## config.mk

```make
export PLATFORM = sky130hd
export DESIGN_NAME = rcu_lut
export DESIGN_NICKNAME = d
export VERILOG_FILES = /design/src/hdl/rcu_pkg.sv /design/src/hdl/rcu_lut.sv
export SDC_FILE = /design/constraint.sdc
export NUM_CORES = 1
export LEC_CHECK = 0
export ABC_AREA = 1
export BUFFER_PORTS_ARGS = -buffer_cell sky130_fd_sc_hd__buf_2
export CORE_ASPECT_RATIO = 0.5
export CORE_MARGIN = 2
export CORE_UTILIZATION = 55
export CTS_BUF_LIST = sky130_fd_sc_hd__clkbuf_2
export CTS_CLUSTER_SIZE = 28
export DETAILED_ROUTE_END_ITERATION = 10
export MAX_ROUTING_LAYER = met4
export PLACE_DENSITY = 0.75
export SYNTH_ARGS = -nofsm -noshare
export SYNTH_HDL_FRONTEND = slang
export SYNTH_SLANG_ARGS = --single-unit
```

## constraint.sdc

```tcl
create_clock -name clk -period 2.8 [get_ports clk]
set_input_delay 0 -clock clk [delete_from_list [all_inputs] [get_ports clk]]
set_output_delay 0 -clock clk [all_outputs]
set_load 0.05 [all_outputs]
```

## src/hdl/rcu_pkg.sv

```systemverilog
// Shared types and constants for the rotor cipher unit.
// Used by every module of the block and by its checker; depends on nothing.
package rcu_pkg;

  // Alphabet: 128 symbols of 7 bits, arithmetic wraps naturally.
  localparam int ALPHABET_SIZE = 128;
  localparam int SYM_W         = $clog2(ALPHABET_SIZE);
  localparam int OP_W          = 3;

  // Stream widths: fields packed from bit 0, padded to whole bytes.
  localparam int IN_FIELD_W = OP_W + 2 * SYM_W;
  localparam int IN_W       = ((IN_FIELD_W + 7) / 8) * 8;
  localparam int OUT_W      = SYM_W + 1;

  // Result queue depth; also bounds results in flight.
  localparam int OUT_DEPTH = 16;

  // Configuration register indexes.
  localparam int CFG_IDX_W = 2;
  localparam logic [CFG_IDX_W-1:0] CFG_ROTOR1_START = 2'd0;
  localparam logic [CFG_IDX_W-1:0] CFG_ROTOR2_START = 2'd1;
  localparam logic [CFG_IDX_W-1:0] CFG_ROTOR3_START = 2'd2;

  // Item operations.
  typedef enum logic [OP_W-1:0] {
    OP_CIPHER = 3'd0,
    OP_PLUG   = 3'd1,
    OP_ROTOR1 = 3'd2,
    OP_ROTOR2 = 3'd3,
    OP_ROTOR3 = 3'd4,
    OP_REFL   = 3'd5,
    OP_BEGIN  = 3'd6,
    OP_NONE   = 3'd7
  } op_t;

  typedef logic [SYM_W-1:0] sym_t;

  // One item as it moves down the lookup pipeline.
  typedef struct packed {
    logic vld;
    op_t  op;
    sym_t sym;   // symbol being ciphered, or table position for loads
    sym_t val;   // table entry value for loads
    sym_t off1;
    sym_t off2;
    sym_t off3;
    logic miss;
  } pipe_t;

  // One result item, symbol in the low bits.
  typedef struct packed {
    logic lookup_miss;
    sym_t out_symbol;
  } res_t;

endpackage

```

## src/hdl/rcu_lut.sv

```systemverilog
// 128-entry symbol table with one write port and one registered read port.
// Optional per-entry valid flags cleared at reset. Depends on rcu_pkg.
module rcu_lut #(
  parameter bit HAS_VLD = 1'b0
) (
  input  logic               clk,
  input  logic               rst_n,
  input  logic               wr_en,
  input  rcu_pkg::sym_t      wr_addr,
  input  rcu_pkg::sym_t      wr_data,
  input  rcu_pkg::sym_t      rd_addr,
  output rcu_pkg::sym_t      rd_data,
  output logic               rd_vld
);
  import rcu_pkg::*;

  sym_t mem [ALPHABET_SIZE];
  sym_t rd_data_r;

  // Table storage: write and registered read share one clocked block.
  always_ff @(posedge clk) begin
    if (wr_en) begin
      mem[wr_addr] <= wr_data;
    end
    rd_data_r <= mem[rd_addr];
  end

  assign rd_data = rd_data_r;

  generate
    if (HAS_VLD) begin : g_vld
      logic [ALPHABET_SIZE-1:0] vld_r;
      logic                     rd_vld_r;

      // Valid flags start clear; an entry becomes valid once written.
      always_ff @(posedge clk) begin
        if (!rst_n) begin
          vld_r <= '0;
        end else if (wr_en) begin
          vld_r[wr_addr] <= 1'b1;
        end
      end

      always_ff @(posedge clk) begin
        rd_vld_r <= vld_r[rd_addr];
      end

      assign rd_vld = rd_vld_r;
    end else begin : g_no_vld
      assign rd_vld = 1'b1;
    end
  endgenerate

endmodule

```

== After elaboration in Yosys (flattened, before gate mapping) ==
Memories as Yosys holds them, arrays and structs flattened. A register that Yosys moved wholly into a read port is not among the register bits.
Cells that the tools add are included.
Storage, ports and cells
  flip-flop bits (word level): 0
  bits in latches: 0
  RAM bits: 896
  memory bits (read-only): 0
  input bits: 24
  output and inout bits: 8
  word-level logic and storage cells: 3
  memories kept: 1
Cells by class
  add/subtract/negate cells: 0
  $mul: 0
  div/mod/pow operators: 0
  $lt $le $gt $ge: 0
  equality and inequality tests: 0
  shifts and indexed selects: 0
  muxes and demuxes: 2
  bitwise logic cells: 0
  reductions and logical operators: 0
Memories
  mem: depth 128, bits a word 7, rd ports 1, clocked after memory_dff 1, wr ports 1, line rcu_lut.sv:17  | sym_t mem [ALPHABET_SIZE];
Operators with widths (count)
  $mux W1: 2

== Longest topological paths before layout ==
  depth in word-level cells: 2
  mapped depth: 14
  depth with buffers taken out: 11

== Worst setup path after synthesis ==
OpenSTA, ideal clock, no wires.
  kind: input-to-reg
  start: in wr_en
  end: mem mem[105][0] (netlist bit) (enable)
  library setup time: 0.360 ns
  data arrival time: 0.944 ns
  data required time: 2.440 ns
  path slack: 1.496 ns
  stages on the path: 4
  path buffers: 2
  path through: clkbuf_1 nand2_1 clkbuf_1 nor2_1
Between the ends
  cells in the longest elaborated chain, start to end: 2
RTL lines
  from (decl): line rcu_lut.sv:8  | input logic wr_en,
  $mux W1: line rcu_lut.sv:22  | if (wr_en) begin
  $mux W1 (not written as such): line rcu_lut.sv:23  | mem[wr_addr] <= wr_data;
  to (decl): line rcu_lut.sv:17
Every way passes these cells.

== Final worst setup path ==
  start: in wr_addr[2]
  end: mem mem[96][6] (netlist bit) (enable)
RTL lines
  from (decl): line rcu_lut.sv:9  | input rcu_pkg::sym_t wr_addr,
No word-level cell before the write port.

==> metrics.md <==
| Metric | Value |
|---|---|
| Status | `finished, final reports clean` |
| WP depth | `9` |
| Routed length per instance | `20.7 um` |
| XOR/XNOR share of the synthesized area | `0` |
| Library cells used by synthesis | `17` |
| Post-CTS sizing | `0` |
| Met2 GRT Util | `0.400` |
| Mux share of post-synthesis cell area | `0` |
| Root Driver | `clkbuf_2` |
| TritonCTS buffer count | `192` |
| Clock transition at path regs | `0.13 ns` |
| DP Cell Count | `3,924` |
| RSZ-0062 raised after global routing | `no` |
| CP endpoint | `mem[96][6]` |
| Launching point of the worst reg2reg path | `mem[67][2]` |
| Clock skew | `0.0703 ns` |
| Post-CTS Setup Repair Bufs | `0` |
| Cell mode on critical path | `dlygate4sd3_1` |
| Vias post-DR | `24,900` |
| Headroom to the max-slew limit | `0.417` |
| Synth Cell Area | `37,100 um2` |
| Yosys top cell area share | `0.725` |
| Layout cell share with drive strength beyond 1 | `0.116` |
| Synth Register Bits | `903` |
| MaxCap Viol Count | `0` |
| CP max stage cell | `dlygate4sd3_1` |
| Reg2Reg Capture Point | `rd_data[2]` |
| Die ar. | `69,700 um2` |
| Largest area contributor in the netlist | `edfxtp_1` |
| Area used by multi-input combinational logic | `8630 um2` |
| Worst-Margin Slew | `0.871 ns` |
| Vias in the first global route | `24,200` |
| H-tree Lvls | `4` |
| Vias per cell | `5.74` |
| CTS tree | `yes` |
| Flop-to-flop setup slack | `0.20 ns` |
| Final max-slew violation count | `0` |
| Number of hold buffers added after CTS | `64` |
| CP Capture Type | `register` |
| Clk buf depth | `3` |
| Worst setup SP type | `primary input` |
| Arrival time at the worst endpoint | `3.66 ns` |
| Die width | `371 um` |
| Largest family of logic cells by synthesized area | `simple AND/OR/NAND/NOR gates` |
| Largest net degree at the start of global routing | `170` |
| Fin. Hold Viols | `0` |
| Avg Inst Size Synth | `11.8 um2` |
| Die height | `188 um` |
| Busiest layer in global routing | `met2` |
| Initial Util | `0.555` |
| Met3 GRT Util | `0.0571` |
| Final TNS setup | `0 ns` |
| Final std cells w/o fill | `4,337` |
| Synth Area in Adders | `0` |
| P&R area growth vs syn | `8.31%` |
| CP peak stage delay | `0.77 ns` |
| Clk Latency, worst-skew pair | `1.25 ns` |
| Mapped Nets | `3,178` |
| Complex-gate fraction of the synthesized area | `0` |
| Delay-heaviest family, CP | `buffers and inverters` |
| Post-Route WL | `89.7 mm` |
| Core ar. | `66,800 um2` |
| Grt ovf | `0` |
| Critical Path, Cell by Cell | `dlygate4sd3_1 > buf_2 > dlygate4sd3_1 > nor3_1 > dlygate4sd3_1 > inv_1 > dlygate4sd3_1 > nor2_1 > dlygate4sd3_1` |
| Clk sinks | `903` |
| Crit Path Max Fanout | `7` |
| VDD IR-drop max | `0.301 mV` |
| Cells on worst reg2reg path | `12` |
| DRC violations left | `0` |
| 1st-pass router iterations | `6` |
| Initial DRC count | `3,676` |
| Yosys warns | `0` |
| Io pins | `32` |
| Area contributors post-synth | `edfxtp_1, nand3_1, nand2_1` |
| WS Path Type | `in2reg` |
| Register area | `27,000 um2` |
| Final Setup Violations | `0` |
| Overall Power | `0.0246 W` |
| Initial antenna violation count | `4` |
| Synthesized instance count | `3,154` |
| Leak Pwr | `14.5 nW` |
| Cell row count | `67` |
| Final Cycle Share | `0.972` |
| Fillcell total | `5,021` |
| # port buffers | `29` |
| Post-DP HPWL | `48.6 mm` |
| Seq/Total Area, Yosys | `0.729` |
| Antenna-violating nets left | `0` |
| Final net count | `3,309` |
| Hold Path Class | `in2reg` |
| P per Cell Area | `613 nW/um2` |
| Simple-gate share of the synthesized area | `0.232` |
| Critical path startpoint | `wr_addr[2]` |
| Max Freq | `0.367 GHz` |
| GRT Overall Usage | `0.268` |
| Met1 GRT Util | `0.365` |
| WP buf/inv | `7` |
| Global-route wire length before repair | `137 mm` |
| Worst Path Required | `3.74 ns` |
| RePlAce Congestion | `0.902` |
| Final min period | `2.72 ns` |
-- Yosys cell counts, drive strengths merged --
cell type,number
clkbuf,30
dfxtp,7
nor2,134
nand2,1066
nand3,815
nor3,8
edfxtp,896
buf,173
inv,24
conb,1
-- cell usage in the layout (no fill, tap or decap), types with 4 or more instances in the layout --
| cell | instances |
|---|---|
| buf_12 | 26 |
| nand2_1 | 1066 |
| inv_2 | 10 |
| inv_1 | 19 |
| diode_2 | 4 |
| dfxtp_1 | 7 |
| buf_16 | 4 |
| nand3_1 | 815 |
| edfxtp_1 | 896 |
| nor3_1 | 8 |
| buf_2 | 19 |
| buf_4 | 31 |
| clkbuf_2 | 296 |
| dlygate4sd3_1 | 58 |
| clkinv_1 | 35 |
| nor2_1 | 134 |
-- how the worst min path moves through the flow --
stage	startpoint	to	slack, ns	cells after the start
floorplan	wr_data[0]	mem[0][0]	0.1	0
global route	wr_addr[0]	mem[103][0]	0.10	6
detailed placement	rd_addr[6]	rd_data[2]	0.33	3
CTS	wr_addr[0]	mem[77][6]	0.0007	6
global placement	rd_addr[6]	rd_data[6]	0.32	3
finish	wr_addr[0]	mem[77][6]	0.15	6
-- routing by layer --
layer | up-vias | wire [um]
li1 | 11500 | -
met1 | 11800 | 35800
met2 | 1423 | 41600
met3 | 173 | 9510
met4 | 0 | 2800
met5 | - | 0
-- power by group --
part           switching, W  total, W  internal, W
Combinational       0.00135   0.00186     0.000510
Clock               0.00497   0.00785      0.00288
Sequential        0.0000209    0.0149       0.0149
-- cell families (layout without fill, tap and decap cells) --
kind of cell | Yosys count | after routing
AND/OR/NAND/NOR | 2023 | 2023
flip-flops | 903 | 903
buffers and inverters | 227 | 509
other | 1 | 5
-- flip-flops by register name, indices dropped and copies added, names as in the netlist --
signal   count
mem        896
rd_data      7
-- per-stage QoR --
stage	utilization	cell area, um2	hold WS [ns]	setup slack [ns]
3_5_place_dp	0.565	37700	0.334	0.598
6_report	0.601	40200	0.155	0.0785
2_1_floorplan	-	37100	0.0989	1.50
5_1_grt	0.601	40200	0.103	0.0425
3_3_place_gp	0.565	37700	0.324	0.634
4_1_cts	0.601	40200	0.000735	0.235
-- worst reg2reg max path, stage by stage (launching register included) --
cell	delay [ns]
edfxtp_1	0.38
nand2_1	0.07
nand3_1	0.11
nand3_1	0.15
nand3_1	0.24
nand2_1	0.14
nand2_1	0.07
nand3_1	0.16
nand2_1	0.07
nand2_1	0.05
dlygate4sd3_1	0.54
nand2_1	0.05
dlygate4sd3_1	0.54
-- area by class of cell --
cell class                      instances  area share
Multi-Input combinational cell       2024       0.215
Timing Repair Buffer                  140      0.0390
Inverter                               24     0.00271
Clock inverter                         49     0.00557
Sequential cell                       903       0.673
Tap cell                              897      0.0279
Antenna cell                            4    0.000249
Clock buffer                          296      0.0369
Note: power is estimated with default switching activity, not from simulation.
