==> src/hdl/rcu_pkg.sv <==
// Shared types and constants for the rotor cipher unit.
// Used by every module of the block and by its checker; depends on nothing.
package rcu_pkg;

  // Alphabet: 128 symbols of 7 bits, arithmetic wraps naturally.
  localparam int ALPHABET_SIZE = 128;
  localparam int SYM_W         = $clog2(ALPHABET_SIZE);
  localparam int OP_W          = 3;

  // Stream widths: fields packed from bit 0, padded to whole bytes.
  localparam int IN_FIELD_W = OP_W + 2 * SYM_W;
  localparam int IN_W       = ((IN_FIELD_W + 7) / 8) * 8;
  localparam int OUT_W      = SYM_W + 1;

  // Result queue depth; also bounds results in flight.
  localparam int OUT_DEPTH = 16;

  // Configuration register indexes.
  localparam int CFG_IDX_W = 2;
  localparam logic [CFG_IDX_W-1:0] CFG_ROTOR1_START = 2'd0;
  localparam logic [CFG_IDX_W-1:0] CFG_ROTOR2_START = 2'd1;
  localparam logic [CFG_IDX_W-1:0] CFG_ROTOR3_START = 2'd2;

  // Item operations.
  typedef enum logic [OP_W-1:0] {
    OP_CIPHER = 3'd0,
    OP_PLUG   = 3'd1,
    OP_ROTOR1 = 3'd2,
    OP_ROTOR2 = 3'd3,
    OP_ROTOR3 = 3'd4,
    OP_REFL   = 3'd5,
    OP_BEGIN  = 3'd6,
    OP_NONE   = 3'd7
  } op_t;

  typedef logic [SYM_W-1:0] sym_t;

  // One item as it moves down the lookup pipeline.
  typedef struct packed {
    logic vld;
    op_t  op;
    sym_t sym;   // symbol being ciphered, or table position for loads
    sym_t val;   // table entry value for loads
    sym_t off1;
    sym_t off2;
    sym_t off3;
    logic miss;
  } pipe_t;

  // One result item, symbol in the low bits.
  typedef struct packed {
    logic lookup_miss;
    sym_t out_symbol;
  } res_t;

endpackage

==> src/hdl/rcu_front.sv <==
// Input side: accepts items, splits plug pairs into two table writes,
// steps the rotor offsets and holds the start registers. Depends on rcu_pkg.
module rcu_front #(
  parameter int DEPTH = rcu_pkg::OUT_DEPTH
) (
  input  logic                          clk,
  input  logic                          rst_n,
  input  logic                          in_tvalid,
  output logic                          in_tready,
  input  logic [rcu_pkg::IN_W-1:0]      in_tdata,
  input  logic                          cfg_valid,
  output logic                          cfg_ready,
  input  logic [rcu_pkg::CFG_IDX_W-1:0] cfg_index,
  input  rcu_pkg::sym_t                 cfg_data,
  input  logic                          out_done,
  output rcu_pkg::pipe_t                iss
);
  import rcu_pkg::*;

  localparam int CW = $clog2(DEPTH + 1);

  op_t  in_op;
  sym_t in_idx;
  sym_t in_val;
  logic accept;
  logic take_cipher;

  sym_t start1_r, start2_r, start3_r;
  sym_t off1_r, off2_r, off3_r;
  sym_t off1_nxt, off2_nxt, off3_nxt;
  sym_t sc_r, sc_nxt;
  sym_t msc_r, msc_nxt;
  logic pend_r;
  sym_t pend_sym_r, pend_val_r;
  logic [CW-1:0] credit_r, credit_nxt;

  assign in_op  = op_t'(in_tdata[OP_W-1:0]);
  assign in_idx = in_tdata[OP_W+SYM_W-1:OP_W];
  assign in_val = in_tdata[OP_W+2*SYM_W-1:OP_W+SYM_W];

  // Stall for the second half of a plug pair, or when every queue slot
  // is already promised to a result.
  assign in_tready   = !pend_r && (credit_r < CW'(DEPTH));
  assign accept      = in_tvalid && in_tready;
  assign take_cipher = accept && (in_op == OP_CIPHER);
  assign cfg_ready   = 1'b1;

  // Start registers.
  always_ff @(posedge clk) begin
    if (!rst_n) begin
      start1_r <= '0;
      start2_r <= '0;
      start3_r <= '0;
    end else if (cfg_valid) begin
      unique case (cfg_index)
        CFG_ROTOR1_START: start1_r <= cfg_data;
        CFG_ROTOR2_START: start2_r <= cfg_data;
        CFG_ROTOR3_START: start3_r <= cfg_data;
        default: ;
      endcase
    end
  end

  // Rotor stepping: rotor one always moves, the middle counter decides
  // when rotors two and three move.
  always_comb begin
    off1_nxt = off1_r;
    off2_nxt = off2_r;
    off3_nxt = off3_r;
    sc_nxt   = sc_r;
    msc_nxt  = msc_r;
    if (accept) begin
      unique case (in_op)
        OP_BEGIN: begin
          off1_nxt = start1_r;
          off2_nxt = start2_r;
          off3_nxt = start3_r;
          sc_nxt   = SYM_W'(1);
          msc_nxt  = SYM_W'(1);
        end
        OP_CIPHER: begin
          sc_nxt = sc_r + SYM_W'(1);
          if (msc_r == '0) begin
            off3_nxt = off3_r + SYM_W'(1);
            off2_nxt = off2_r + SYM_W'(1);
            msc_nxt  = msc_r + SYM_W'(1);
          end else if (sc_nxt == '0) begin
            off2_nxt = off2_r + SYM_W'(1);
            msc_nxt  = msc_r + SYM_W'(1);
          end
          off1_nxt = off1_r + SYM_W'(1);
        end
        default: ;
      endcase
    end
  end

  always_ff @(posedge clk) begin
    if (!rst_n) begin
      off1_r <= '0;
      off2_r <= '0;
      off3_r <= '0;
      sc_r   <= SYM_W'(1);
      msc_r  <= SYM_W'(1);
    end else begin
      off1_r <= off1_nxt;
      off2_r <= off2_nxt;
      off3_r <= off3_nxt;
      sc_r   <= sc_nxt;
      msc_r  <= msc_nxt;
    end
  end

  // A plug pair becomes two writes: first end now, second end next cycle.
  always_ff @(posedge clk) begin
    if (!rst_n) begin
      pend_r <= 1'b0;
    end else begin
      pend_r <= accept && (in_op == OP_PLUG);
    end
  end

  always_ff @(posedge clk) begin
    if (accept) begin
      pend_sym_r <= in_val;
      pend_val_r <= in_idx;
    end
  end

  // Count results that are in flight or queued.
  always_comb begin
    credit_nxt = credit_r;
    if (take_cipher && !out_done) begin
      credit_nxt = credit_r + CW'(1);
    end else if (!take_cipher && out_done) begin
      credit_nxt = credit_r - CW'(1);
    end
  end

  always_ff @(posedge clk) begin
    if (!rst_n) begin
      credit_r <= '0;
    end else begin
      credit_r <= credit_nxt;
    end
  end

  // Item issued into the pipeline this cycle.
  always_comb begin
    iss      = '0;
    iss.off1 = off1_nxt;
    iss.off2 = off2_nxt;
    iss.off3 = off3_nxt;
    if (pend_r) begin
      iss.vld = 1'b1;
      iss.op  = OP_PLUG;
      iss.sym = pend_sym_r;
      iss.val = pend_val_r;
    end else begin
      iss.vld = accept;
      iss.op  = in_op;
      iss.sym = in_idx;
      iss.val = in_val;
    end
  end

endmodule

==> config.mk <==
export PLATFORM = sky130hd
export DESIGN_NAME = rcu_front
export DESIGN_NICKNAME = d
export VERILOG_FILES = /design/src/hdl/rcu_pkg.sv /design/src/hdl/rcu_front.sv
export SDC_FILE = /design/constraint.sdc
export NUM_CORES = 1
export LEC_CHECK = 0
export BUFFER_PORTS_ARGS = -buffer_cell sky130_fd_sc_hd__buf_2
export CAP_MARGIN = 0
export CORE_AREA = 4 4 112 87
export CTS_BUF_LIST = sky130_fd_sc_hd__clkbuf_4
export CTS_CLUSTER_SIZE = 28
export DETAILED_ROUTE_END_ITERATION = 8
export DIE_AREA = 0 0 116 91
export GPL_ROUTABILITY_DRIVEN = 0
export GPL_TIMING_DRIVEN = 1
export PLACE_DENSITY = 0.72
export SYNTH_ARGS = -nofsm -noshare
export SYNTH_HDL_FRONTEND = slang
export SYNTH_SLANG_ARGS = --single-unit
==> constraint.sdc <==
create_clock -name clk -period 4.45 [get_ports clk]
set_clock_uncertainty 0.1 [all_clocks]
set_input_delay 0.6675 -clock clk [delete_from_list [all_inputs] [get_ports clk]]
set_output_delay 0.6675 -clock clk [all_outputs]
set_load 0.02 [all_outputs]
# Word-level counts from Yosys, hierarchy flattened
# Cells that the tools add are included.
[classes]
add_sub_neg = 7
multipliers = 0
div_mod_pow = 0
order_cmp = 1
eq_ne = 5
n_shift = 0
muxes = 16
bitwise = 0
n_reduce_logical = 20
[op_table]
columns = ["op", "n"]
rows = [
  ["case mux 7 bit (2 select lines)", 5],
  ["2-to-1 mux 7 bit", 8],
  ["adder 7 x 1 -> 7 bit (second input constant)", 5],
  ["2-to-1 mux 18 bit", 1],
  ["zero test 7 bit", 2],
  ["2-to-1 mux 5 bit", 2],
  ["AND reduction 2 bit", 4],
  ["logical AND 1 bit", 6],
  ["adder 5 x 1 -> 5 bit (second input constant)", 1],
  ["< comparator 5 bit (second input constant)", 1],
  ["subtractor 5 x 1 -> 5 bit (second input constant)", 1],
  ["nonzero test 2 bit", 2],
  ["equality test 3 x 1 -> 1 bit (second input constant)", 1],
  ["equality test 3 bit (second input constant)", 1],
  ["zero test 1 bit", 3],
  ["zero test 3 bit", 1],
  ["!= test 3 x 1 -> 1 bit (second input constant)", 1],
  ["AND reduction 3 bit", 1],
  ["equality test 2 x 1 -> 1 bit (second input constant)", 1],
  ["equality test 2 bit (second input constant)", 1],
  ["zero test 2 bit", 1],
]
[word_totals]
reg_bits = 76
latchBits = 0
ram_bits = 0
rom_bits = 0
out_inout_bits = 42
word_cells = 61
mem_count = 0

# Longest topological paths before layout
[logic_depth]
depth_word = 8
ltp_mapped = 13

# Worst setup path before layout
# Ideal clock, no wire load.
[synth_path]
path_type = "input to register"
start = "input in_tdata[0] (netlist name)"
end = "register credit_r[4]"
t_arrival_ns = 3.172
slack_ns = 1.050
stages = 13
n_path_buf = 1
cell_sequence = "nor4b_1 > nand2_1 > inv_2 > buf_1 > ha_1 > inv_1 > ha_1 > nor2b_1 > o21a_1 > or3_1 > a21oi_1 > xnor2_1 > nor2_1"
[synth_via]
elab_chain_cells = 5
[synth_lines]
columns = ["element", "line_no", "text"]
rows = [
  ["start, declared", "rcu_front.sv:10", "input logic [rcu_pkg::IN_W-1:0] in_tdata,"],
  ["zero test 3 bit *", "rcu_front.sv:45", "assign take_cipher = accept && (in_op == OP_CIPHER);"],
  ["logical AND 1 bit *", "rcu_front.sv:45", ""],
  ["zero test 1 bit", "rcu_front.sv:135", "end else if (!take_cipher && out_done) begin"],
  ["logical AND 1 bit", "rcu_front.sv:135", ""],
  ["nonzero test 2 bit (no line)", "n/a", ""],
  ["end signal, assigned", "rcu_front.sv:144", "credit_r <= credit_nxt;"],
  ["end, declared", "rcu_front.sv:35", "logic [CW-1:0] credit_r, credit_nxt;"],
]
# Every way passes the cells marked *; elsewhere a longest branch is shown, timed or not.
# A chain may end at the register's enable or synchronous reset.

==> out/qor.json <==
{
  "rsz0062_at_grt": "false",
  "synth-seq-area-share": 0.434,
  "tightest_slew_ns": 1.11,
  "cts.reportedPaths.clkPinSlew_ns": 0.12,
  "yosys_top_cell_area_share": 0.324,
  "timing.slew.headroom": 0.259,
  "worstReg2RegEnd": "credit_r[4]$_SDFFE_PN0P_",
  "timing.hold.worst.start": "in_tdata[6]",
  "final_instance_area_sq_mm": 0.00440,
  "layout-area-overhead-vs-synth_pct": 15.0,
  "globalRoute.totalOverflow": 0,
  "number_of_design_rule_violations_left_by_the_first_detailed_router_iteration": 239,
  "finalWorstPathRequiredPeriod_ns": 3.90,
  "hold_path_class": "in2reg",
  "vdd.ir_drop.worst_mv": 0.185,
  "diodes": 0,
  "drv.max_cap_violation_count": 0,
  "yosys_most_used_dff": "sky130_fd_sc_hd__dfxtp_1",
  "total_number_of_clock_tree_sinks": 76,
  "ys_async_sr_fraction": 0,
  "clk-insertion-delay-late_ns": 0.44,
  "r2r_worst_path_depth": 12,
  "startpoint_kind_of_the_worst_setup_timing_path": "flop",
  "cell_variety_after_synth": 62,
  "fmax_mhz": 256,
  "die_y_microns": 91,
  "grt_start_max_net_pins": 30,
  "post-route-drc-count": 0,
  "synth_fp_nets": 463,
  "cts_max_path_buffers": 2,
  "r2r_slack_ns": 0.91,
  "worst_ep_required_time_ns": 3.68,
  "initial_core_util": 0.451,
  "drt-wirelength-per-cell_microns": 15.4,
  "grt_pass1_vias": 3003,
  "postCtsHoldBufs": 0,
  "post_synth_main_area_contributors": "sky130_fd_sc_hd__dfxtp_1, sky130_fd_sc_hd__edfxtp_1, sky130_fd_sc_hd__mux2i_1",
  "antenna_found_initial": 0,
  "hold_path_end": "pend_val_r[3]$_DFFE_PN_",
  "post-route-period-util": 0.876,
  "ctsRootBufferMaster": "sky130_fd_sc_hd__clkbuf_4",
  "fp.dieW_microns": 116,
  "outcome": "completed",
  "core_area_sq_mm": 0.00849,
  "synth.top_cells.by_count": "sky130_fd_sc_hd__dfxtp_1, sky130_fd_sc_hd__nor2_1, sky130_fd_sc_hd__nand2_1",
  "via_per_inst": 5.61,
  "syn-instance-count": 413,
  "timing_worst_setup_path_type": "reg2out",
  "cts-buffers-inserted": 9,
  "yosysWarningCount": 0,
  "totalPowerFinal_mw": 1.39,
  "io_pins": 80,
  "p_leak_nw": 1.88,
  "timing.setup.tns_ns": 0,
  "critical_path.reg2reg.startpoint": "pend_r$_SDFF_PN0_",
  "wire_length_of_the_first_global_routing_pass_microns": 14700,
  "syn-cell-area_sq_mm": 0.00383,
  "nets": 526,
  "pwr_density_cell_mw_per_mm2": 316,
  "dp.final_hpwl_microns": 6670,
  "tritoncts": "done",
  "ys_ff_latch": 76,
  "yosysMostFrequentCell": "sky130_fd_sc_hd__dfxtp_1",
  "synthDominantAreaCellType": "sky130_fd_sc_hd__dfxtp_1",
  "finalSetupViolCount": 0,
  "worst_ep_arrival_time_ns": 3.13,
  "cts.repair.resized": 0,
  "die_outline_area_sq_mm": 0.0106,
  "synth_edf_count": 14,
  "synth_area_per_cell_sq_um": 9.27,
  "critical_path.max_fanout": 22,
  "hold_path_depth": 1,
  "placement.io_buffers": 70,
  "drive_gt1_frac": 0.243,
  "end_kind": "output pin",
  "htreeDepth": 3,
  "detailed_place.area_sq_mm": 0.00426,
  "global_route.usage.total": 0.173,
  "detailroute.via_count": 3302,
  "detail-route-antenna-nets": 0,
  "dp_slack_ns": 0.817,
  "rows": 29,
  "final-max-slew-violation-count": 0,
  "setup_ws_ns": 0.550,
  "postCtsSetupRepairBufs": 0,
  "totalWireLength_microns": 9090,
  "detailedRoute.firstPassIterationCount": 5,
  "timing.final.hold_violations": 0
}
power breakdown:
| part | internal (mW) | switching (mW) |
|---|---|---|
| sequential | 0.739 | 0.0194 |
| combinational | 0.0781 | 0.122 |
| clock | 0.173 | 0.259 |
cell usage in the layout (no fill, tap or decap), types with 5 or more instances in the layout:
cell | synthesis | routed
sky130_fd_sc_hd__a21oi_1 | 19 | 19
sky130_fd_sc_hd__a221o_1 | 7 | 7
sky130_fd_sc_hd__and2_1 | 15 | 15
sky130_fd_sc_hd__and3_1 | 6 | 6
sky130_fd_sc_hd__buf_2 | 0 | 70
sky130_fd_sc_hd__buf_4 | 2 | 6
sky130_fd_sc_hd__clkbuf_4 | 0 | 9
sky130_fd_sc_hd__dfxtp_1 | 62 | 62
sky130_fd_sc_hd__edfxtp_1 | 14 | 14
sky130_fd_sc_hd__ha_1 | 11 | 11
sky130_fd_sc_hd__inv_1 | 9 | 9
sky130_fd_sc_hd__mux2_2 | 15 | 15
sky130_fd_sc_hd__mux2i_1 | 22 | 22
sky130_fd_sc_hd__nand2_1 | 38 | 38
sky130_fd_sc_hd__nand3_1 | 15 | 15
sky130_fd_sc_hd__nor2_1 | 48 | 48
sky130_fd_sc_hd__o211ai_1 | 5 | 5
sky130_fd_sc_hd__o21ai_0 | 17 | 17
sky130_fd_sc_hd__o311ai_0 | 5 | 5
sky130_fd_sc_hd__or3_1 | 5 | 5
sky130_fd_sc_hd__xor2_1 | 5 | 5
worst max-delay path, stage by stage, from the launching register on:
cell and delay (ns):
sky130_fd_sc_hd__dfxtp_1 0.84, sky130_fd_sc_hd__nor4b_1 0.18, sky130_fd_sc_hd__and3_1 0.23, sky130_fd_sc_hd__buf_4 0.21, sky130_fd_sc_hd__nor2_1 0.67, sky130_fd_sc_hd__o21ai_0 0.21
sky130_fd_sc_hd__o211ai_1 0.15, sky130_fd_sc_hd__buf_2 0.21
routing by layer:
metal	GRT usage	vias up	wire [microns]
met4	0.0502	0	117
met5	0	-	0
li1	-	1619	-
met1	0.249	1557	4380
met2	0.255	116	3980
met3	0.0472	10	614
logic make-up (layout without fill, tap and decap cells):
| group | Yosys count | count (layout) | synth area share |
|---|---|---|---|
| simple gates | 164 | 164 | 0.222 |
| compound gates | 82 | 82 | 0.150 |
| flops | 76 | 76 | 0.434 |
| mux | 37 | 37 | 0.102 |
| buf+inv | 34 | 102 | 0.0356 |
| fa+ha+maj | 12 | 12 | 0.0412 |
| xor+xnor | 6 | 6 | 0.0137 |
| other cells | 2 | 2 | 0.00196 |
how the worst max path moves through the flow:
stage / startpoint / endpoint
6_report: pend_r$_SDFF_PN0_ / iss[3]
5_1_grt: pend_r$_SDFF_PN0_ / iss[3]
4_1_cts: pend_r$_SDFF_PN0_ / iss[3]
3_5_place_dp: in_tdata[0] / credit_r[4]$_SDFFE_PN0P_
3_3_place_gp: in_tdata[0] / credit_r[4]$_SDFFE_PN0P_
2_1_floorplan: in_tdata[0] / credit_r[4]$_SDFFE_PN0P_
stage by stage:
| stage | utilization | cells | hold WS (ns) |
|---|---|---|---|
| 4_1_cts | 0.518 | 589 | 0.291 |
| 6_report | 0.518 | 589 | 0.311 |
| 3_3_place_gp | 0.502 | 573 | 0.369 |
| 2_1_floorplan | - | 413 | 0.350 |
| 3_5_place_dp | 0.502 | 573 | 0.377 |
| 5_1_grt | 0.518 | 589 | 0.267 |
state kept, by name, summed over array words and instances (netlist names):
register / count
pend_sym_r: 7
off1_r: 7
pend_val_r: 7
start1_r: 7
start3_r: 7
sc_r: 7
off3_r: 7
pend_r: 1
msc_r: 7
start2_r: 7
off2_r: 7
credit_r: 5
final cells by class:
cell class / instances / area (sq um)
inverters: 10 / 37.5
clock buffers: 9 / 67.6
fillers: 800 / 4090
multi-input cells: 303 / 2030
clock inverters: 7 / 73.8
repair buffers: 76 / 395
well taps: 108 / 135
flip-flops and latches: 76 / 1660
(Power assumes the default switching activity.)
