$ cat src/hdl/rcu_pkg.sv
// Shared types and constants for the rotor cipher unit.
// Used by every module of the block and by its checker; depends on nothing.
package rcu_pkg;

  // Alphabet: 128 symbols of 7 bits, arithmetic wraps naturally.
  localparam int ALPHABET_SIZE = 128;
  localparam int SYM_W         = $clog2(ALPHABET_SIZE);
  localparam int OP_W          = 3;

  // Stream widths: fields packed from bit 0, padded to whole bytes.
  localparam int IN_FIELD_W = OP_W + 2 * SYM_W;
  localparam int IN_W       = ((IN_FIELD_W + 7) / 8) * 8;
  localparam int OUT_W      = SYM_W + 1;

  // Result queue depth; also bounds results in flight.
  localparam int OUT_DEPTH = 16;

  // Configuration register indexes.
  localparam int CFG_IDX_W = 2;
  localparam logic [CFG_IDX_W-1:0] CFG_ROTOR1_START = 2'd0;
  localparam logic [CFG_IDX_W-1:0] CFG_ROTOR2_START = 2'd1;
  localparam logic [CFG_IDX_W-1:0] CFG_ROTOR3_START = 2'd2;

  // Item operations.
  typedef enum logic [OP_W-1:0] {
    OP_CIPHER = 3'd0,
    OP_PLUG   = 3'd1,
    OP_ROTOR1 = 3'd2,
    OP_ROTOR2 = 3'd3,
    OP_ROTOR3 = 3'd4,
    OP_REFL   = 3'd5,
    OP_BEGIN  = 3'd6,
    OP_NONE   = 3'd7
  } op_t;

  typedef logic [SYM_W-1:0] sym_t;

  // One item as it moves down the lookup pipeline.
  typedef struct packed {
    logic vld;
    op_t  op;
    sym_t sym;   // symbol being ciphered, or table position for loads
    sym_t val;   // table entry value for loads
    sym_t off1;
    sym_t off2;
    sym_t off3;
    logic miss;
  } pipe_t;

  // One result item, symbol in the low bits.
  typedef struct packed {
    logic lookup_miss;
    sym_t out_symbol;
  } res_t;

endpackage

$ cat src/hdl/rcu_ofifo.sv
// Result queue between the lookup pipeline and the output stream.
// Holds packed result items; depends on rcu_pkg.
module rcu_ofifo #(
  parameter int DEPTH = rcu_pkg::OUT_DEPTH
) (
  input  logic                      clk,
  input  logic                      rst_n,
  input  logic                      push,
  input  rcu_pkg::res_t             push_data,
  output logic                      out_tvalid,
  input  logic                      out_tready,
  output logic [rcu_pkg::OUT_W-1:0] out_tdata
);
  import rcu_pkg::*;

  localparam int AW = (DEPTH > 1) ? $clog2(DEPTH) : 1;
  localparam int CW = $clog2(DEPTH + 1);

  res_t          mem [DEPTH];
  logic [AW-1:0] wr_ptr_r, rd_ptr_r;
  logic [CW-1:0] count_r;
  logic          pop;

  assign out_tvalid = (count_r != '0);
  assign out_tdata  = mem[rd_ptr_r];
  assign pop        = out_tvalid && out_tready;

  always_ff @(posedge clk) begin
    if (push) begin
      mem[wr_ptr_r] <= push_data;
    end
  end

  // Pointers wrap at the depth, which need not be a power of two.
  always_ff @(posedge clk) begin
    if (!rst_n) begin
      wr_ptr_r <= '0;
      rd_ptr_r <= '0;
      count_r  <= '0;
    end else begin
      if (push) begin
        wr_ptr_r <= (wr_ptr_r == AW'(DEPTH - 1)) ? '0 : wr_ptr_r + AW'(1);
      end
      if (pop) begin
        rd_ptr_r <= (rd_ptr_r == AW'(DEPTH - 1)) ? '0 : rd_ptr_r + AW'(1);
      end
      if (push && !pop) begin
        count_r <= count_r + CW'(1);
      end else if (pop && !push) begin
        count_r <= count_r - CW'(1);
      end
    end
  end

endmodule

$ cat config.mk
export PLATFORM = sky130hd
export DESIGN_NAME = rcu_ofifo
export DESIGN_NICKNAME = d
export VERILOG_FILES = /design/src/hdl/rcu_pkg.sv /design/src/hdl/rcu_ofifo.sv
export SDC_FILE = /design/constraint.sdc
export NUM_CORES = 1
export LEC_CHECK = 0
export ABC_AREA = 1
export BUFFER_PORTS_ARGS = -buffer_cell sky130_fd_sc_hd__buf_2
export CORE_UTILIZATION = 35
export DETAILED_ROUTE_END_ITERATION = 6
export GPL_TIMING_DRIVEN = 0
export RECOVER_POWER = 25
export SLEW_MARGIN = 20
export SYNTH_ARGS = -nofsm -noshare
export SYNTH_HDL_FRONTEND = slang
export SYNTH_SLANG_ARGS = --single-unit
$ cat constraint.sdc
create_clock -name clk -period 2.4 [get_ports clk]
set_clock_uncertainty 0.15 [all_clocks]
set_input_delay 0.12 -clock clk [delete_from_list [all_inputs] [get_ports clk]]
set_output_delay 0.12 -clock clk [all_outputs]
set_load 0.02 [all_outputs]
Word level (Yosys, flattened, before mapping):

Memories as Yosys holds them, arrays and structs flattened. A register that Yosys moved wholly into a read port is not among the register bits.
Index checks and enable logic that the tools add are counted.

* multipliers: 0
* add/subtract/negate cells: 4
* reduce and logical (&&, ||, !) cells: 7
* shift-type cells: 0
* $lt $le $gt $ge: 0
* mux-type cells: 8
* bitwise logic cells: 0
* divide/modulo/power cells: 0
* equality and inequality tests: 2

Operator list (number)
* 4-bit 2-to-1 mux: 4
* 5-bit 2-to-1 mux: 2
* 4-bit by 1-bit adder with 4-bit output, second input constant: 2
* 4-bit == test, second input constant: 2
* 5-bit by 1-bit adder with 5-bit output, second input constant: 1
* 5-bit nonzero test: 1
* 5-bit by 1-bit subtractor with 5-bit output, second input constant: 1
* 1-bit logical AND: 3
* 1-bit zero test: 2
* 1-bit 2-to-1 mux: 2
* 2-bit nonzero test: 1

* bits in writable memories: 128
* word-level logic and storage cells: 25
* memory bits (read-only): 0
* output and inout bits: 9
* memories: 1
* input port bits: 12
* bits in latches: 0
* register bits: 13

Memories
* mem: words 16, bits a word 8, read ports 1, clocked after memory_dff 1, write ports 1, line rcu_ofifo.sv:19 `res_t mem [DEPTH];`

Logic depth before layout (Yosys ltp):

Gate-level depths: netlist (run 1).

* depth after elaboration: 5
* gate-level depth with buffers: 13
* gate-level depth less buffers: 13

Worst setup path before layout (run 1):

OpenSTA, ideal clock, no wires.

* kind: register to register
* start: reg count_r[0]
* end: reg count_r[3]
* clock period less this slack: 2.224 ns
* arrival: 1.959 ns
* data required time: 2.135 ns
* path slack: 0.176 ns
* stages on the path, launching flop included: 12
* setup time: 0.115 ns
* buffers on the path: 0
* path through: dfxtp_1 nor2_1 nand3_2 nand2_1 ha_1 inv_1 ha_1 or2_2 nand3_1 nand2_1 o21ai_0 inv_1

* longest elaborated chain between the ends: 5
* elaborated cells on any way between the ends: 10
* those cells by class: add/sub (2); mux (2); reduce/logical (6)

RTL lines
* start, declared: line rcu_ofifo.sv:21 `logic [CW-1:0] count_r;`
* start signal, assigned: line rcu_ofifo.sv:48 `count_r <= count_r + CW'(1);`
* start signal, assigned: line rcu_ofifo.sv:50 `count_r <= count_r - CW'(1);`
* 5-bit nonzero test *: line rcu_ofifo.sv:24 `assign out_tvalid = (count_r != '0);`
* via out_tvalid: line rcu_ofifo.sv:10 `output logic out_tvalid,`
* 1-bit logical AND *: line rcu_ofifo.sv:26 `assign pop = out_tvalid && out_tready;`
* 1-bit zero test: line rcu_ofifo.sv:47 `if (push && !pop) begin`
* 1-bit logical AND: line rcu_ofifo.sv:47
* 5-bit 2-to-1 mux / 2-bit nonzero test (equally long branches)

The timed path passes the listed nets; every way through them passes the cells marked *. The select of a mux whose other input is x is not followed.
A chain may end at the register's enable or synchronous reset.

==> results by group, run 1 <==
Run status
  – Status: finished, final reports clean

Setup path
  – Depth of the worst register-to-register path: 11
  – Worst Path Required: 2.13 ns
  – Critical path depth: 7
  – Family with the most delay on the worst path: buffers and inverters
  – Setup CP Type: reg2out
  – Max incr delay on CP: 0.47 ns
  – Critical path data arrival time: 2.01 ns
  – Crit-path slowest cell: clkbuf_1
  – Worst-path fanout max: 10
  – CP cell instances: buf_4 -> clkbuf_1 -> nand2_1 -> nand3_1 -> nand3_1 -> nand2_1 -> buf_2
  – CP startpoint kind: register
  – CP endpoint kind: output port
  – Crit path buf inv count: 3

GRT
  – Gr ovfl total: 0
  – Largest net degree at the start of global routing: 17
  – Vias in the first global route: 4152
  – Initial antenna violation count: 0
  – Gr usage total: 0.174
  – Global-route wire length before repair: 23.1 mm

Placement
  – Dpl ws: 0.0684 ns
  – Number of port buffers: 20
  – DP HPWL: 9.80 mm
  – Placed cell areas: 6640 um^2
  – GP Congestion: 0.825

Clock tree
  – Worst-Skew Late Latency: 0.42 ns
  – CTS Buffer Depth: 2
  – Clock slew at the register clock pins of the worst setup and hold paths: 0.06 ns
  – H-Tree Level Count: 4
  – Post-CTS setup-driven buffer insertion count: 0
  – CTS tree: built
  – Sink Count: 145
  – TritonCTS Buffers: 17
  – Clock root buffer: clkbuf_16

Power and ir drop
  – Sequential Power Share: 0.386
  – Peak VDD IR: 664 uV
  – Leak: 3.00 nW
  – Pwr Density: 1020 nW/um^2
  – Psw: 0.00239 W
  – Cell internal pwr: 0.00513 W
  – Logic pwr share: 0.255
  – Part of the power in the clock network: 0.359
  – Switching Share: 0.318

Synth
  – Gate Count Post-Synth: 611
  – Synth cell types: 24
  – Synthesized net count: 633
  – Ys Warns: 0
  – Yosys reg bits: 145
  – Post-synth EDFFs: 128
  – Seq/Total Area, Yosys: 0.669
  – Asr flop ratio synth: 0
  – Syn_area_per_cell: 10.2 um^2
  – Main synth FF type: edfxtp_1
  – Synth Cell Area: 6260 um^2

STA
  – Tmin final: 2.28 ns
  – Final WS setup: 0.118 ns
  – Relative slew margins: 0.341
  – # setup viols final: 0
  – RSZ-0062 raised after global routing: false
  – Period Utilization, post-route: 0.951
  – Hold Vio Cnt, Final: 0
  – Fmax: 438 MHz
  – Worst Tran Pin Value: 0.984 ns
  – Setup TNS: 0 ns
  – Pins Over Slew Limit: 0

Drt
  – Final WL: 14.9 mm
  – Post-DRT Antenna Nets: 0
  – Drt drc: 0
  – Starting DRT DRC Count: 419
  – Vias per inst: 4.78
  – Drt wl/cell: 16.5 um
  – Routed vias: 4293
  – Drt pass-1 iters: 5

Floorplan
  – Die X: 136 um
  – Core area: 17400 um^2
  – FP Rows: 48
  – Die height: 136 um
  – Initial Utilization: 0.361
  – Top Ports: 21
  – Die area: 18400 um^2

Run
  – Max_cap viols: 0

Layout
  – Proportion of layout cells with a drive suffix above 1: 0.111
  – Commonest cells after routing, fill and taps aside: nand2_1 (220), edfxtp_1 (128), nand3_1 (71), inv_1 (55), nor2_1 (48)
  – Fin util: 0.425
  – Nets: 683
  – Most common cell after layout, fill and taps aside: nand2_1
  – Antenna diode count: 0
  – Final instance area: 7380 um^2
  – Layout area overhead: 18.0%

Hold path
  – HP Class: reg2reg
  – Hold path cells: 2
## flip-flops by register name (all words and copies together), names as in the netlist, named ones only
register  count
mem         128
wr_ptr_r      4
count_r       5
rd_ptr_r      4
## layer usage
layer  part of all wire  vias to the layer above  GRT usage
met5                  0                        -          0
met4              0.017                        0     0.0649
met3              0.056                       19     0.0374
met2               0.48                      128      0.284
met1               0.45                     2036      0.226
li1                   -                     2110          -
## synth_stat cells (2+ instances only)
master,n,share of area
nand2_1,221,0.13
edfxtp_1,128,0.61
nand3_1,71,0.057
inv_1,55,0.033
nor2_1,48,0.029
dfxtp_1,17,0.054
buf_2,12,0.0096
o21ai_0,12,0.0096
ha_1,9,0.018
a21oi_1,8,0.0064
buf_6,6,0.011
o21ai_1,5,0.0040
buf_4,3,0.0036
clkbuf_1,3,0.0018
xor2_1,3,0.0042
or2_2,2,0.0020
## worst paths after layout
path	to	from	slack (ns)
max	out_tdata[4]	register	0.12
min reg2reg	rd_ptr_r[3]$_SDFFE_PN0N_	rd_ptr_r[3]$_SDFFE_PN0N_	0.35
min	rd_ptr_r[3]$_SDFFE_PN0N_	rd_ptr_r[3]$_SDFFE_PN0N_	0.35
max reg2reg	count_r[3]$_SDFFE_PN0P_	count_r[2]$_SDFFE_PN0P_	0.24
## kinds of logic (layout without fill, tap and decap cells)
logic type                 count (synthesis)  after routing  synth area share
AOI/OAI and AO/OA                         25             25            0.0200
xor gates and xnor gates                   4              4           0.00560
adders and majority gates                 10             10            0.0212
buffers and inverters                     81            144            0.0600
and+or+nand+nor                          346            346             0.225
DFF                                      145            145             0.669
## metrics by stage
stage / hold WS (ns) / instances / power [W]
final: 0.353 / 899 / 0.00752
after global placement: 0.273 / 856 / 0.00478
after floorplan: 0.0689 / 611 / 0.00422
after global routing: 0.380 / 899 / 0.00787
after CTS: 0.357 / 899 / 0.00751
after detailed placement: 0.289 / 856 / 0.00481
## worst reg2reg max path, cell delays in order (launching register included)
cell	delay (ns)
dfxtp_1	0.33
nor2_1	0.15
nand3_2	0.16
nand2_4	0.13
ha_4	0.16
inv_1	0.08
ha_1	0.32
or2_2	0.30
nand3_1	0.08
nand2_1	0.05
o21ai_1	0.11
inv_1	0.04
## layout make-up
cell class	count	area (um^2)
flip-flops and latches	145	4180
multi-input cells	385	1720
fillers	1636	9970
inverters	56	210
repair buffers	31	204
plain buffers	25	175
clock inverters	15	183
clock buffers	17	425
well taps	225	282
## power by group through the flow
| stage | Clock [W] | Sequential [W] | Combinational [W] |
|---|---|---|---|
| floorplan | 0 | 0.00294 | 0.00129 |
| global placement | 0 | 0.00295 | 0.00184 |
| detailed placement | 0 | 0.00295 | 0.00186 |
| CTS | 0.00272 | 0.00290 | 0.00188 |
| global route | 0.00281 | 0.00292 | 0.00215 |
| finish | 0.00270 | 0.00290 | 0.00192 |
## repair_timing
| action | 4_1_cts | 5_1_grt |
|---|---|---|
| resized for setup | 0 | 13 |
| hold endpoints to repair | 138 | 0 |
| endpoints found under the setup margin | 0 | 7 |
| hold buffers | 11 | 0 |
(Power assumes the default switching activity.)
==> run 2, diff against run 1 <==
--- a/config.mk
+++ b/config.mk
@@ -11,6 +11,7 @@
 export DETAILED_ROUTE_END_ITERATION = 6
 export GPL_TIMING_DRIVEN = 0
 export RECOVER_POWER = 25
+export REMOVE_ABC_BUFFERS = 1
 export SLEW_MARGIN = 20
 export SYNTH_ARGS = -nofsm -noshare
 export SYNTH_HDL_FRONTEND = slang
==> run 2 against run 1 <==
- final cell count shrank 2.2%
- global-route usage down 0.84 points
- sequential share of layout area rose by 0.45 points
- fmax decreased by 0.42%
- register-to-register slack barely moved
- flip-flop and latch count unchanged
- wire length is 6.6% lower
- die area did not move
- clock-buffer cell count grew 6
- critical endpoint is now out_tdata[3]
- largest power group unchanged
- highest routed layer unchanged
==> results by group, run 2 (same netlist as run 1, synthesis figures left out) <==
Clock tree
  – Clock root buffer: clkbuf_16
  – H-Tree Level Count: 4 (unchanged)
  – CTS tree: built
  – Worst-Skew Late Latency: 0.41 ns (about the same)
  – Sink Count: 145 (unchanged)
  – TritonCTS Buffers: 17 (unchanged)
  – Clock slew at the register clock pins of the worst setup and hold paths: 0.06 ns (about the same)
  – CTS Buffer Depth: 2 (unchanged)

Layout
  – Fillers: 1613 (-1.4%)
  – Area of the multi-input gates: 1720 um^2 (+0.15%)
  – Commonest cells after routing, fill and taps aside: nand2_1 (220), edfxtp_1 (128), nand3_1 (71), inv_1 (53), nor2_1 (47)
  – Flip-flop and latch area: 4190 um^2 (+0.21%)
  – Antenna diode count: 0 (unchanged)
  – Biggest regs: mem (128), count_r (5)
  – Most common cell after layout, fill and taps aside: nand2_1
  – Layout area overhead: 17.3%
  – Max reg flops: 128 (unchanged)
  – Biggest register: mem
  – Proportion of layout cells with a drive suffix above 1: 0.0963 (-0.0149)
  – Fin util: 0.423 (-0.00245)
  – Nets: 663 (-2.9%)

Placement
  – Number of port buffers: 20 (unchanged)
  – GP Congestion: 0.744 (-9.9%)
  – DP HPWL: 8.23 mm (-16%)
  – Dpl ws: -0.394 ns (-0.462 ns)

Drt
  – Routed vias: 4207 (-2.0%)
  – Drt pass-1 iters: 5 (unchanged)
  – Starting DRT DRC Count: 412 (-1.7%)
  – Post-DRT Antenna Nets: 0 (unchanged)
  – Final WL: 13.9 mm (-6.6%)
  – Drt wl/cell: 15.8 um (-4.4%)
  – Vias per inst: 4.79 (+0.23%)
  – Drt drc: 0 (unchanged)

STA
  – Worst Tran Pin Value: 0.933 ns (-0.0511 ns)
  – # setup viols final: 0 (unchanged)
  – RSZ-0062 raised after global routing: false
  – Relative slew margins: 0.376 (+0.0342)
  – Period Utilization, post-route: 0.955 (+0.00403)
  – Fmax: 436 MHz (-0.42%)
  – Pins Over Slew Limit: 0 (unchanged)
  – Tmin final: 2.29 ns (+0.00967 ns)
  – Final WS setup: 0.108 ns (-0.00967 ns)
  – Hold Vio Cnt, Final: 0 (unchanged)

Power and ir drop
  – Peak VDD IR: 573 uV (-14%)
  – Leak: 2.97 nW (-1.0%)
  – Tot Pwr: 0.00755 W (+0.41%)
  – Pwr Density: 1030 nW/um^2 (+0.99%)

Setup path
  – Worst Path Required: 2.13 ns (about the same)
  – Max incr delay on CP: 0.45 ns (-0.02 ns)
  – CP endpoint kind: output port
  – Critical path data arrival time: 2.02 ns (about the same)
  – Setup CP Type: reg2out
  – Depth of the worst register-to-register path: 11 (unchanged)
  – R2R Path Start: count_r[0]$_SDFFE_PN0P_
  – CP cell instances: inv_4 -> nand3_1 -> nand3_1 -> nand3_1 -> nand2_1 -> buf_2
  – FF-to-FF End: count_r[3]$_SDFFE_PN0P_
  – CP startpoint kind: register
  – Crit-path slowest cell: dfxtp_4
  – Cell mode on critical path: nand3_1
  – Worst-path fanout max: 40 (+30)
  – Reg2reg setup slack: 0.25 ns (about the same)

Floorplan
  – Die area: 18400 um^2 (unchanged)
  – Initial Utilization: 0.361 (unchanged)
  – Core area: 17400 um^2 (unchanged)
  – FP Rows: 48 (unchanged)
  – Top Ports: 21 (unchanged)
  – Die X: 136 um (unchanged)
  – Die height: 136 um (unchanged)

Run
  – Max_cap viols: 0 (unchanged)

GRT
  – Largest net degree at the start of global routing: 65 (+48)
  – Gr ovfl total: 0 (unchanged)
  – Initial antenna violation count: 0 (unchanged)
  – Global-route wire length before repair: 22.0 mm (-4.6%)
  – Gr usage total: 0.166 (-0.00845)
  – Vias in the first global route: 4034 (-2.8%)

Run status
  – Status: finished, final reports clean

Hold path
  – Hold path cells: 1 (-1)
  – Min-Delay Endpoint: count_r[0]$_SDFFE_PN0P_
  – Worst hold start: count_r[0]$_SDFFE_PN0P_
  – HP Class: reg2reg
run 2: cell types whose count changed in the layout (fill, tap and decap cells not counted), moves of 3 or more:
cell	change
buf_6	-6
clkinvlp_4	-3
buf_2	-9
dfxtp_1	-3
inv_6	-3
clkbuf_4	-3
clkbuf_8	+5
run 2: worst max path at each step:
stage                                  startpoint                 endpoint  cells past startpoint
after global routing                     register             out_tdata[7]                      7
after floorplan                          register             out_tdata[0]                      6
after CTS                 count_r[2]$_SDFFE_PN0P_  count_r[3]$_SDFFE_PN0P_                     11
after global placement                   register             out_tdata[3]                      7
after detailed placement                 register             out_tdata[7]                      7
final                                    register             out_tdata[3]                      6
run 2: through the flow:
step | std cells | instance area (um^2) | hold WS (ns) | TNS, ns
finish | 879 | 7340 | 0.356 | 0
floorplan | 586 | 6090 | 0.0689 | -3.42
detailed placement | 831 | 6480 | 0.303 | -2.63
global route | 879 | 7340 | 0.400 | 0
global placement | 831 | 6470 | 0.276 | -16.20
CTS | 876 | 7290 | 0.362 | 0
run 2: critical path: cells and delay by family, from the launching register on:
family        cells  cell delay [ns]
flops             1             0.45
simple gates      4             0.60
buf+inv           2             0.55
run 2: timing repair:
action                                 in CTS  in global routing
buffers inserted                            2                  3
pin swaps                                   0                  1
setup endpoints to repair                   9                  4
resized for setup                           7                  8
hold buffers                               11                  0
endpoints found under the hold margin     140                  0
run 2: power by group:
group	switching (W)	total (W)	internal (W)
registers	0.000176	0.00302	0.00285
logic	0.00111	0.00170	0.000594
clock network	0.000952	0.00283	0.00187
total	0.00224	0.00755	0.00531
run 2: layout make-up:
| class | count | share of cell area |
|---|---|---|
| clock buffers | 23 | 0.0678 |
| clock inverters | 9 | 0.0206 |
| inverters | 56 | 0.0317 |
| multi-input cells | 385 | 0.235 |
| flip-flops and latches | 145 | 0.571 |
| well taps | 225 | 0.0384 |
| repair buffers | 36 | 0.0356 |
run 2: metal layers:
layer | part of all wire | routed length, um | GRT usage | vias up
li1 | - | - | - | 2075
met1 | 0.43 | 5980 | 0.209 | 1995
met2 | 0.49 | 6820 | 0.269 | 109
met3 | 0.048 | 674 | 0.0318 | 28
met4 | 0.031 | 428 | 0.0868 | 0
met5 | 0 | 0 | 0 | -
==> run 3, diff against run 2 <==
--- a/config.mk
+++ b/config.mk
@@ -7,6 +7,7 @@
 export LEC_CHECK = 0
 export ABC_AREA = 1
 export BUFFER_PORTS_ARGS = -buffer_cell sky130_fd_sc_hd__buf_2
+export CORE_ASPECT_RATIO = 0.9
 export CORE_UTILIZATION = 35
 export DETAILED_ROUTE_END_ITERATION = 6
 export GPL_TIMING_DRIVEN = 0
==> constraint.sdc (replaced) <==
create_clock -name clk -period 2.8 [get_ports clk]
set_clock_uncertainty 0.15 [all_clocks]
set_input_delay 0.14 -clock clk [delete_from_list [all_inputs] [get_ports clk]]
set_output_delay 0.14 -clock clk [all_outputs]
set_load 0.02 [all_outputs]
==> run 3 against run 2 <==
- clock power decreased by 28%
- critical endpoint is now out_tdata[4]
- first-iteration DRC count rose by 4.9%
- largest cell class unchanged
- global-route usage shrank 0.21 points
- wire length up 0.73%
- worst setup slack better by 0.077 ns
- total power decreased by 21%
- critical path type unchanged
==> results by group, run 3 (same netlist as run 1, synthesis figures left out) <==
Power and ir drop
  – Part of the power in the clock network: 0.342 (-0.032)
  – Sequential Power Share: 0.433 (+0.033)
  – Leak: 2.86 nW (-3.9%)
  – Peak VDD IR: 421 uV (-27%)
  – Pwr Density: 843 nW/um^2 (-18%)
  – Logic pwr share: 0.226 (about the same)
  – Psw: 0.00190 W (-15%)
  – Switching Share: 0.317 (+0.0207)
  – Cell internal pwr: 0.00409 W (-23%)

Placement
  – GP Congestion: 0.794 (+6.7%)
  – Placed Instances: 846 (+1.8%)
  – DP HPWL: 8.42 mm (+2.2%)
  – Placed cell areas: 6500 um^2 (+0.29%)
  – Number of port buffers: 20 (unchanged)

Setup path
  – CP endpoint kind: output port
  – Worst-path fanout max: 17 (-57%)
  – R2R Path Start: count_r[2]$_SDFFE_PN0P_
  – Family with the most delay on the worst path: flip-flops
  – Max incr delay on CP: 0.80 ns (+0.35 ns)
  – CP cell instances: inv_1 -> nand3_1 -> nand3_1 -> nand2_1 -> buf_2
  – Worst Path Required: 2.51 ns (+0.38 ns)
  – Critical path data arrival time: 2.32 ns (+0.30 ns)
  – CP startpoint kind: register
  – Crit path buf inv count: 2 (unchanged)
  – Cell mode on critical path: nand3_1
  – Crit-path slowest cell: dfxtp_1
  – Setup CP Type: reg2out

GRT
  – Vias in the first global route: 4052 (+0.45%)
  – Initial antenna violation count: 0 (unchanged)
  – Gr ovfl total: 0 (unchanged)
  – Gr usage total: 0.164 (-0.00208)
  – Global-route wire length before repair: 21.9 mm (-0.44%)
  – Largest net degree at the start of global routing: 65 (unchanged)

Layout
  – Finished Layout Cells: 885 (+0.68%)
  – Fin util: 0.405 (-0.0180)
  – Antenna diode count: 0 (unchanged)
  – Proportion of layout cells with a drive suffix above 1: 0.0744 (-0.0219)
  – Biggest register: mem
  – Most common cell after layout, fill and taps aside: nand2_1
  – Commonest cells after routing, fill and taps aside: nand2_1 (221), edfxtp_1 (128), nand3_1 (71), inv_1 (54), nor2_1 (48)
  – Fillers: 1678 (+4.0%)
  – Final instance area: 7110 um^2 (-3.2%)
  – Nets: 654 (-1.4%)
  – Biggest regs: mem (128), count_r (5)
  – Max reg flops: 128 (unchanged)
  – Layout area overhead: 13.6%

Clock tree
  – Clock slew at the register clock pins of the worst setup and hold paths: 0.06 ns (about the same)
  – TritonCTS Buffers: 17 (unchanged)
  – H-Tree Level Count: 4 (unchanged)
  – CTS Buffer Depth: 2 (unchanged)
  – Clock root buffer: clkbuf_16
  – Sink Count: 145 (unchanged)
  – Worst-Skew Late Latency: 0.42 ns (about the same)
  – CTS tree: built

Floorplan
  – Top Ports: 21 (unchanged)
  – FP Rows: 46 (-4.2%)
  – Initial Utilization: 0.357 (-0.00406)
  – Die area: 18400 um^2 (about the same)
  – Die X: 143 um (+5.3%)
  – Core area: 17600 um^2 (+1.1%)
  – Die height: 129 um (-5.1%)

Drt
  – Drt pass-1 iters: 7 (+2)
  – Starting DRT DRC Count: 432 (+4.9%)
  – Post-DRT Antenna Nets: 0 (unchanged)
  – Drt wl/cell: 15.8 um (about the same)
  – Drt drc: 0 (unchanged)
  – Final WL: 14.0 mm (+0.73%)
  – Routed vias: 4248 (+0.97%)
  – Vias per inst: 4.80 (+0.29%)

STA
  – Pins Over Slew Limit: 0 (unchanged)
  – Worst Tran Pin Value: 0.969 ns (+0.0362 ns)
  – RSZ-0062 raised after global routing: false
  – Hold Vio Cnt, Final: 0 (unchanged)
  – Relative slew margins: 0.354 (-0.0218)
  – # setup viols final: 0 (unchanged)
  – Tmin final: 2.61 ns
  – Period Utilization, post-route: 0.934
  – Fmax: 382 MHz

Hold path
  – Worst hold start: push_data[3]
  – HP Class: in2reg

Run
  – Max_cap viols: 0 (unchanged)

Run status
  – Status: finished, final reports clean
-- run 3: area by class of cell --
class                      instances  area, um^2  share of cell area
clock buffer                      20         437              0.0614
sequential                       145        4190               0.589
multi-input combinational        385        1700               0.239
clock inverter                    12        92.6              0.0130
inverter                          56         215              0.0303
timing repair buffer              27         174              0.0245
tap                              240         300              0.0423
-- run 3: repair_timing --
item / CTS / global route
setup buffers: 1 / 0
gates resized for setup: 1 / 2
hold buffers: 6 / 0
setup endpoints to repair: 8 / 7
endpoints found under the hold margin: 49 / 0
-- run 3: worst reg2reg max path, delay by kind of cell (launching register included) --
| kind | cells | cell delay, ns |
|---|---|---|
| simple gates | 6 | 0.89 |
| fa+ha+maj | 2 | 0.58 |
| flops | 1 | 0.32 |
| buf+inv | 2 | 0.16 |
| compound gates | 1 | 0.15 |
-- run 3: layer usage --
| layer | global-route usage | wire, um | vias up |
|---|---|---|---|
| met1 | 0.220 | 6400 | 2041 |
| met4 | 0.0569 | 159 | 0 |
| li1 | - | - | 2054 |
| met3 | 0.0339 | 916 | 13 |
| met5 | 0 | 0 | - |
| met2 | 0.263 | 6520 | 140 |
-- run 3: worst paths after layout --
path	to	slack [ns]	cells past startpoint
worst max register to register	count_r[3]$_SDFFE_PN0P_	0.45	11
worst min register to register	count_r[0]$_SDFFE_PN0P_	0.35	1
worst max-delay path	out_tdata[4]	0.19	5
worst min-delay path	mem[4][3]$_DFFE_PP_	0.23	1
-- run 3: power groups by stage --
stage / clock network (W) / logic (W) / registers [W]
floorplan: 0 / 0.000916 / 0.00259
global placement: 0 / 0.00127 / 0.00266
detailed placement: 0 / 0.00128 / 0.00267
CTS: 0.00207 / 0.00136 / 0.00259
global route: 0.00217 / 0.00153 / 0.00261
finish: 0.00205 / 0.00135 / 0.00259
-- run 3: per-stage QoR --
stage | total power, W | hold slack, ns | worst slack [ns] | setup TNS (ns)
after floorplan | 0.00351 | 0.0889 | -0.0486 | -0.380
after global placement | 0.00393 | 0.295 | -1.72 | -13.51
after detailed placement | 0.00395 | 0.300 | 0.0398 | 0
after CTS | 0.00602 | 0.000343 | 0.0854 | 0
after global routing | 0.00631 | 0.257 | 0.0230 | 0
final | 0.00599 | 0.229 | 0.185 | 0
